--- config.mk ---
export PLATFORM = sky130hd
export DESIGN_NAME = glyph_row_to_page_column_renderer
export DESIGN_NICKNAME = d
export VERILOG_FILES = /design/src/hdl/grr_pkg.sv /design/src/hdl/grr_seq.sv /design/src/hdl/grr_store.sv /design/src/hdl/glyph_row_to_page_column_renderer.sv
export SDC_FILE = /design/constraint.sdc
export NUM_CORES = 1
export LEC_CHECK = 0
export ABC_AREA = 1
export BUFFER_PORTS_ARGS = -buffer_cell sky130_fd_sc_hd__clkbuf_2
export CELL_PAD_IN_SITES_DETAIL_PLACEMENT = 0
export CELL_PAD_IN_SITES_GLOBAL_PLACEMENT = 2
export CORE_MARGIN = 2
export CORE_UTILIZATION = 30
export CTS_BUF_LIST = sky130_fd_sc_hd__clkbuf_16
export DETAILED_ROUTE_END_ITERATION = 8
export GPL_TIMING_DRIVEN = 1
export HOLD_SLACK_MARGIN = 0.08
export MAX_ROUTING_LAYER = met4
export PLACE_DENSITY_LB_ADDON = 0.1
export SLEW_MARGIN = 20
export SYNTH_ARGS = -nofsm -noshare
export SYNTH_HDL_FRONTEND = slang
export SYNTH_HIERARCHICAL = 1
export SYNTH_SLANG_ARGS = --single-unit
--- constraint.sdc ---
create_clock -name clk -period 8.7 [get_ports clk]
set_input_delay 0.87 -clock clk [delete_from_list [all_inputs] [get_ports clk]]
set_output_delay 0.87 -clock clk [all_outputs]
set_load 0.01 [all_outputs]
--- src/hdl/grr_pkg.sv ---
// ----------------------------------------------------------------------------
// grr_pkg
// Shared types and constants of the glyph row to page column renderer.
// ----------------------------------------------------------------------------
`default_nettype none

package grr_pkg;

	localparam int unsigned GLYPH_BYTES = 32;
	localparam int unsigned HALF_LEN    = 19;

	localparam logic [7:0] CMD_PAGE   = 8'hB0;
	localparam logic [7:0] CMD_COL_HI = 8'h10;
	localparam logic [7:0] MASK_HI    = 8'hF0;
	localparam logic [7:0] MASK_LO    = 8'h0F;

	typedef enum logic {
		ST_LOAD,
		ST_EMIT
	} state_t;

	typedef enum logic [1:0] {
		K_PAGE,
		K_COL_HI,
		K_COL_LO,
		K_DATA
	} kind_t;

	typedef struct packed {
		logic  load;
		logic  latch;
		logic  emit;
		kind_t kind;
		logic  half;
		logic  side;
		logic  last;
	} ctl_t;

endpackage

`default_nettype wire

--- src/hdl/grr_seq.sv ---
// ----------------------------------------------------------------------------
// grr_seq
// Sequencer: counts loaded words, then steps through the 38 output words.
// ----------------------------------------------------------------------------
`default_nettype none

module grr_seq
	import grr_pkg::*;
(
	input  wire logic clk,
	input  wire logic arst_n,
	input  wire logic start,
	output logic      busy,
	output ctl_t      ctl
);

	localparam int unsigned LOAD_W = $clog2(GLYPH_BYTES);
	localparam int unsigned POS_W  = $clog2(HALF_LEN);

	state_t             state_q, state_d;
	logic [LOAD_W-1:0]  load_cnt_q, load_cnt_d;
	logic [POS_W-1:0]   pos_q, pos_d;
	logic               half_q, half_d;
	logic               accept;
	logic [POS_W-1:0]   col_idx;

	always_ff @(posedge clk or negedge arst_n) begin
		if (!arst_n) begin
			state_q    <= ST_LOAD;
			load_cnt_q <= '0;
			pos_q      <= '0;
			half_q     <= 1'b0;
		end else begin
			state_q    <= state_d;
			load_cnt_q <= load_cnt_d;
			pos_q      <= pos_d;
			half_q     <= half_d;
		end
	end

	assign col_idx = pos_q - POS_W'(3);

	always_comb begin
		state_d    = state_q;
		load_cnt_d = load_cnt_q;
		pos_d      = pos_q;
		half_d     = half_q;
		busy       = 1'b0;
		accept     = 1'b0;
		ctl        = '0;
		ctl.kind   = K_PAGE;
		ctl.half   = half_q;
		ctl.side   = col_idx[3];
		case (state_q)
			ST_LOAD: begin
				accept   = start;
				ctl.load = start;
				if (start) begin
					load_cnt_d = load_cnt_q + LOAD_W'(1);
					if (load_cnt_q == LOAD_W'(GLYPH_BYTES - 1)) begin
						ctl.latch = 1'b1;
						state_d   = ST_EMIT;
						pos_d     = '0;
						half_d    = 1'b0;
					end
				end
			end
			ST_EMIT: begin
				busy     = 1'b1;
				ctl.emit = 1'b1;
				case (pos_q)
					POS_W'(0): ctl.kind = K_PAGE;
					POS_W'(1): ctl.kind = K_COL_HI;
					POS_W'(2): ctl.kind = K_COL_LO;
					default:   ctl.kind = K_DATA;
				endcase
				if (pos_q == POS_W'(HALF_LEN - 1)) begin
					pos_d = '0;
					if (half_q) begin
						ctl.last = 1'b1;
						state_d  = ST_LOAD;
					end else begin
						half_d = 1'b1;
					end
				end else begin
					pos_d = pos_q + POS_W'(1);
				end
			end
			default: begin
				state_d = ST_LOAD;
			end
		endcase
	end

`ifndef SYNTH
	a_latch_starts_run: assert property (@(posedge clk) disable iff (!arst_n)
		ctl.latch |=> (ctl.emit && pos_q == '0 && !half_q))
		else $error("run did not start after last load");
	a_run_continues: assert property (@(posedge clk) disable iff (!arst_n)
		(ctl.emit && !ctl.last) |=> ctl.emit)
		else $error("run ended early");
	a_run_ends: assert property (@(posedge clk) disable iff (!arst_n)
		(ctl.emit && ctl.last) |=> (!ctl.emit && load_cnt_q == '0))
		else $error("run did not end cleanly");
	a_pos_range: assert property (@(posedge clk) disable iff (!arst_n)
		ctl.emit |-> (pos_q <= POS_W'(HALF_LEN - 1)))
		else $error("position out of range");
	a_no_load_in_run: assert property (@(posedge clk) disable iff (!arst_n)
		ctl.emit |-> !accept)
		else $error("word loaded during run");
`endif

endmodule

`default_nettype wire

--- src/hdl/grr_store.sv ---
// ----------------------------------------------------------------------------
// grr_store
// Glyph shift line with a shared column extractor: each data step takes the
// MSBs of the selected eight row bytes and shifts those bytes left by one.
// ----------------------------------------------------------------------------
`default_nettype none

module grr_store
	import grr_pkg::*;
(
	input  wire logic       clk,
	input  wire ctl_t       ctl,
	input  wire logic [7:0] glyph_byte,
	output logic [7:0]      col_byte
);

	logic [7:0] glyph_q [GLYPH_BYTES];
	logic       shift_en;

	assign shift_en = ctl.emit && (ctl.kind == K_DATA);

	always_ff @(posedge clk) begin
		if (ctl.load) begin
			for (int i = 0; i < GLYPH_BYTES - 1; i++) begin
				glyph_q[i] <= glyph_q[i+1];
			end
			glyph_q[GLYPH_BYTES-1] <= glyph_byte;
		end else if (shift_en) begin
			for (int i = 0; i < GLYPH_BYTES; i++) begin
				if ((5'(i) >> 4) == {4'd0, ctl.half} && 5'(i) % 2 == {4'd0, ctl.side}) begin
					glyph_q[i] <= {glyph_q[i][6:0], 1'b0};
				end
			end
		end
	end

	always_comb begin
		for (int r = 0; r < 8; r++) begin
			col_byte[r] = glyph_q[{ctl.half, 3'(r), ctl.side}][7];
		end
	end

endmodule

`default_nettype wire

--- src/hdl/glyph_row_to_page_column_renderer.sv ---
// ----------------------------------------------------------------------------
// glyph_row_to_page_column_renderer
// Turns the 32 row-scan words of a 16x16 glyph into cursor commands and
// page-column data words for a page-addressed panel.
// One word is accepted per cycle while busy is low; the 32nd word starts a run
// in which the sequencer's emit state drives 38 words on consecutive cycles
// through the output register, the single column shifter producing one data
// word per cycle; busy is high during the run, and no word is accepted then.
// Reset clears the sequencer and strobe; the glyph store is not cleared.
// ----------------------------------------------------------------------------
`default_nettype none

module glyph_row_to_page_column_renderer
	import grr_pkg::*;
(
	input  wire logic       clk,
	input  wire logic       arst_n,
	input  wire logic       start,
	output logic            busy,
	input  wire logic [7:0] glyph_byte,
	input  wire logic [2:0] start_page,
	input  wire logic [6:0] start_column,
	output logic            strobe,
	output logic [7:0]      out_byte,
	output logic            is_data,
	output logic            last_of_run
);

	ctl_t       ctl;
	logic [7:0] col_byte;
	logic [2:0] page_q;
	logic [6:0] column_q;
	logic [2:0] page_cur;
	logic [7:0] col8;
	logic [7:0] byte_d;
	logic       strobe_q;
	logic [7:0] out_byte_q;
	logic       is_data_q;
	logic       last_q;

	grr_seq u_seq (
		.clk    (clk),
		.arst_n (arst_n),
		.start  (start),
		.busy   (busy),
		.ctl    (ctl)
	);

	grr_store u_store (
		.clk        (clk),
		.ctl        (ctl),
		.glyph_byte (glyph_byte),
		.col_byte   (col_byte)
	);

	always_ff @(posedge clk) begin
		if (ctl.latch) begin
			page_q   <= start_page;
			column_q <= start_column;
		end
	end

	assign page_cur = page_q + {2'd0, ctl.half};
	assign col8     = {1'b0, column_q};

	always_comb begin
		case (ctl.kind)
			K_PAGE:   byte_d = CMD_PAGE | {5'd0, page_cur};
			K_COL_HI: byte_d = CMD_COL_HI | ((col8 & MASK_HI) >> 4);
			K_COL_LO: byte_d = col8 & MASK_LO;
			K_DATA:   byte_d = col_byte;
			default:  byte_d = col_byte;
		endcase
	end

	always_ff @(posedge clk or negedge arst_n) begin
		if (!arst_n) begin
			strobe_q <= 1'b0;
		end else begin
			strobe_q <= ctl.emit;
		end
	end

	always_ff @(posedge clk) begin
		if (ctl.emit) begin
			out_byte_q <= byte_d;
			is_data_q  <= (ctl.kind == K_DATA);
			last_q     <= ctl.last;
		end
	end

	assign strobe      = strobe_q;
	assign out_byte    = out_byte_q;
	assign is_data     = is_data_q;
	assign last_of_run = last_q;

endmodule

`default_nettype wire

# ---- Word-level counts from Yosys, hierarchy flattened
# Memory sizes are Yosys's and may differ from the RTL's.
# Cells that the tools add are included.
dict set report classes {
  addsub 4
  eq_ne 10
  mux 69
  bitwise_logic 35
  n_reduce_logical 11
}
# operator n
set ops {}
lappend ops {{$mux W8} 32}
lappend ops {{$or A1 B1 Y1} 32}
lappend ops {{$pmux W8 S4} 1}
lappend ops {{$mux W1} 27}
lappend ops {{$mux W5} 3}
lappend ops {{$add A5 B1 Y5 const B} 2}
lappend ops {{$eq A5 B5 Y1 const B} 2}
lappend ops {{$pmux W5 S2} 1}
lappend ops {{$pmux W2 S3} 1}
lappend ops {{$reduce_and A2 Y1} 3}
lappend ops {{$eq A5 B1 Y1 const B} 1}
lappend ops {{$eq A5 B2 Y1 const B} 1}
lappend ops {{$logic_and A1 B1 Y1} 5}
lappend ops {{$logic_not A5 Y1} 1}
lappend ops {{$eq A2 B2 Y1 const B} 2}
lappend ops {{$ne A2 B2 Y1 const B} 2}
lappend ops {{$pmux W1 S2} 2}
lappend ops {{$sub A4 B2 Y4 const B} 1}
lappend ops {{$add A3 B1 Y3} 1}
lappend ops {{$mux W3} 1}
lappend ops {{$not A1 Y1} 3}
lappend ops {{$reduce_and A3 Y1} 1}
lappend ops {{$eq A2 B1 Y1 const B} 1}
lappend ops {{$logic_not A2 Y1} 1}
lappend ops {{2 further kinds} 2}
dict set report word_totals {
  register_bits 33
  ram_bits 256
  in_bits 21
  out_inout_bits 12
  n_memories 1
}
# name words word_bits rd rd_clocked_by_memory_dff write_ports line
set mem_list {}
lappend mem_list {u_store.glyph_q 32 8 40 0 32 grr_store.sv:17} ;# logic [7:0] glyph_q [GLYPH_BYTES];

# ---- Depth between registers and ports, before layout
dict set report depth {
  word_depth 9
  mapped_depth 13
}

# ---- Modules after synthesis
# Netlist, hierarchy kept.
# mod n_inst cells_per_inst area_per_inst_um2 seq_area_each_um2
set by_module_without_submodules {}
lappend by_module_without_submodules {grr_store 1 1085 11041.8 7517.2}
lappend by_module_without_submodules {glyph_row_to_page_column_renderer 1 62 852.1 625.6}
lappend by_module_without_submodules {grr_seq 1 97 753.2 300.3}

# ---- Worst setup path before layout
# OpenSTA, ideal clock, no wires.
dict set report synth_path {
  kind {reg2reg}
  from {reg u_seq.pos_q[2]}
  to {mem u_store.glyph_q[17][0] (enable)}
  t_arrival_ps 5711
  path_slack_ps 2414
  path_stages_with_launch 7
  period_less_slack_ps 6286
  path_cell_list {dfrtp_1 buf_6 nor2_2 nor2_1 a22oi_1 nand2_1 o21ai_0}
}
# element line
set synth_rtl {}
lappend synth_rtl {{start, declared} grr_seq.sv:22} ;# logic [POS_W-1:0] pos_q, pos_d;
lappend synth_rtl {{start signal, assigned} grr_seq.sv:36} ;# pos_q <= pos_d;
lappend synth_rtl {{end, declared} grr_store.sv:17}

==> summary.md <==
| Metric | Value |
|---|---|
| GRT overflow | `0` |
| Mapped Area | `12,600 um^2` |
| Tcrit/Tclk final | `40.7%` |
| Synth Register Bits | `289` |
| DR iter-0 viols | `495` |
| Layout cells sized above 1 | `9.15%` |
| Cell Area, Placed | `13,200 um^2` |
| CP most frequent cell | `nand2_1` |
| Crit path kind | `flop to flop` |
| Post-DRT Antenna Nets | `0` |
| Largest net degree at the start of global routing | `115` |
| Post-layout util | `34.2%` |
| Place WS | `5.11 ns` |
| CP cell instances | `inv_1 > ha_1 > inv_1 > nand2_1 > nand3_1 > nand2_1 > inv_1 > nand2_1 > nor2_1 > buf_4 > nand2_1 > nand2_2 > buf_4` |
| Area Overhead vs Synth | `13.0%` |
| Clock transition at path regs | `0.06 ns` |
| Initial Util | `30.3%` |
| Comb power frac | `20.1%` |
| Post-synth EDFFs | `259` |
| Worst-Margin Slew | `1.00 ns` |
| Internal | `3030 uW` |
| Pre-antenna DRT Iters | `5` |
| Hold-fix buffers, CTS | `0` |
| CTS tree | `yes` |
| Total track usage | `13.8%` |
| Worst Setup End Kind | `flop` |
| Clk_skew | `0.0147 ns` |
| Most frequent cells in the layout | `489 x nand2_1, 259 x edfxtp_1, 122 x nand3_1` |
| Nets | `1,282` |
| Sequential share of power | `48.9%` |
| Final setup viols | `0` |
| Design area | `14,300 um^2` |
| Total Wirelength | `29.0 mm` |
| Ys async rst share | `4.50%` |
| Distinct cell type count after synthesis | `28` |
| First-pass GRT wire length | `46.7 mm` |
| Row Count | `75` |
| Antenna diode count | `0` |
| Clk sink count | `289` |
| Warnings from Yosys | `6` |
| Avg Cell Area, Syn | `10.2 um^2` |
| Synthesized net count | `1,273` |
| Sw Ratio | `31.8%` |
| IO Pins | `33` |
| Clock tree buffer depth | `3` |
| Post-synthesis sequential area ratio | `66.8%` |
| Max-Cap Viols | `0` |
| Switching pwr | `1420 uW` |
| H-tree depth | `2` |
| Final Hold Vio Count | `0` |
| Critical Path AT | `3.71 ns` |
| Setup bufs post-CTS | `0` |
| Vias in the first global route | `8,502` |
| Worst Path Max Fanout | `33` |
| Crit path time final | `3.54 ns` |
| Gpl congestion | `0.740` |
| Core area | `41,800 um^2` |
| Tightest Hold Check Type | `input port to async pin` |
| Number of port buffers | `32` |
| Synth Flop Type | `edfxtp_1` |
| Die ar. | `43,800 um^2` |
| Setup TNS | `0 ns` |
| Power per cell area | `311 nW/um^2` |
| CP max-delay cell | `nand2_2` |
| Detailed-route wire length per cell | `15.9 um` |
| Max-slew violations | `0` |
| Vias after detailed routing | `8,392` |
| CTS root buffer | `clkbuf_16` |
| Clk pwr share | `31.0%` |
| CTS-repair resized insts | `0` |
| Register-to-register path setup slack | `5.16 ns` |
| Final setup margin | `5.16 ns` |
| CP startpoint kind | `flop` |
| Req. time, crit path | `8.87 ns` |
| Die height | `209 um` |
| Fmax | `282 MHz` |
| Leakage | `0.00590 uW` |
| RSZ-0062 raised after global routing | `no` |
| Via density | `4.62` |
| CTS buffer count | `36` |
| Die X | `209 um` |
| Synth Instances | `1,244` |
| Initial antenna violation count | `0` |
| Worst vdd ir | `0.000132 V` |
| Slew HR | `33.2%` |
| Worst-Skew Late Latency | `0.54 ns` |
| Commonest non-fill, non-tap cell in the layout | `nand2_1` |
| Post-DP HPWL | `15.8 mm` |
| Status | `complete, no violations` |
| Residual DRC | `0` |
| Crit path largest cell delay | `0.59 ns` |
[final timing paths]
check / startpoint / end / depth (start not counted)
worst min-delay path: arst_n / strobe / 1
min in group clk: u_store/glyph_q[5][0] / u_store/glyph_q[4][0] / 2
worst max-delay path: u_seq/pos_q[0] / u_store/glyph_q[6][7] / 13
worst max register to register: u_seq/pos_q[0] / u_store/glyph_q[6][7] / 13
worst min register to register: u_store/glyph_q[5][0] / u_store/glyph_q[4][0] / 2
max in group asynchronous: arst_n / u_seq/pos_q[3] / 1
[cell families (layout without fill, tap and decap cells)]
family | Yosys count | count (layout) | share of synthesized area (%)
buf+inv | 159 | 193 | 5.66
simple gates | 658 | 658 | 21.4
compound gates | 125 | 125 | 5.00
xor+xnor | 5 | 5 | 0.346
fa+ha+maj | 8 | 8 | 0.791
flops | 289 | 289 | 66.8
[area by class of cell]
| class | instances | area (um^2) |
|---|---|---|
| Clock buffer | 37 | 926 |
| Clock inverter | 26 | 141 |
| Fill cell | 4251 | 27500 |
| Inverter | 87 | 342 |
| Multi-Input combinational cell | 796 | 3530 |
| Sequential cell | 289 | 8440 |
| Tap cell | 539 | 674 |
| Timing Repair Buffer | 43 | 243 |
[power by group through the flow]
stage,clock network (uW),logic [uW],registers [uW]
after global routing,1480,1050,2220
after floorplan,0,679,2160
after global placement,0,924,2200
final,1380,895,2170
after detailed placement,0,923,2210
after CTS,1440,926,2180
[Yosys cell counts, types with 7 or more instances]
library cell	instances	area (um^2)
nand4_1	17	106
nand3_1	122	611
dfrtp_1	13	325
o21ai_0	120	601
inv_2	7	26.3
inv_1	79	297
clkbuf_1	12	45.0
nand2_1	492	1850
buf_2	42	210
edfxtp_1	259	7780
dfxtp_1	17	340
ha_1	8	100
nor2_1	13	48.8
buf_4	11	82.6
[stage by stage]
step	std cells	total power (uW)	hold slack, ns
after floorplan	1244	2840	0.429
after global placement	1754	3130	0.444
after detailed placement	1754	3130	0.444
after CTS	1817	4550	0.229
after global routing	1817	4750	0.239
final	1817	4450	0.246
[worst max-delay path, delay by kind of cell (launching register included)]
family                     cells  cell delay, ns
adders and majority gates      1            0.22
DFF                            1            0.39
buffers and inverters          5            1.25
and+or+nand+nor                7            1.30
[metal layers]
metal,GRT usage [%],wire [um],part of all wire [%]
met5,-,0,0
met4,4.16,675,2.3
met3,2.72,970,3.3
met2,21.1,12900,44
met1,18.7,14400,50
[state kept, by name (all words and copies together), names as in the netlist, 3 cells and up]
name	cells
u_seq/pos_q	5
u_store/glyph_q	256
out_byte	8
column_q	7
u_seq/load_cnt_q	5
page_q	3
Note: power is estimated with default switching activity, not from simulation.
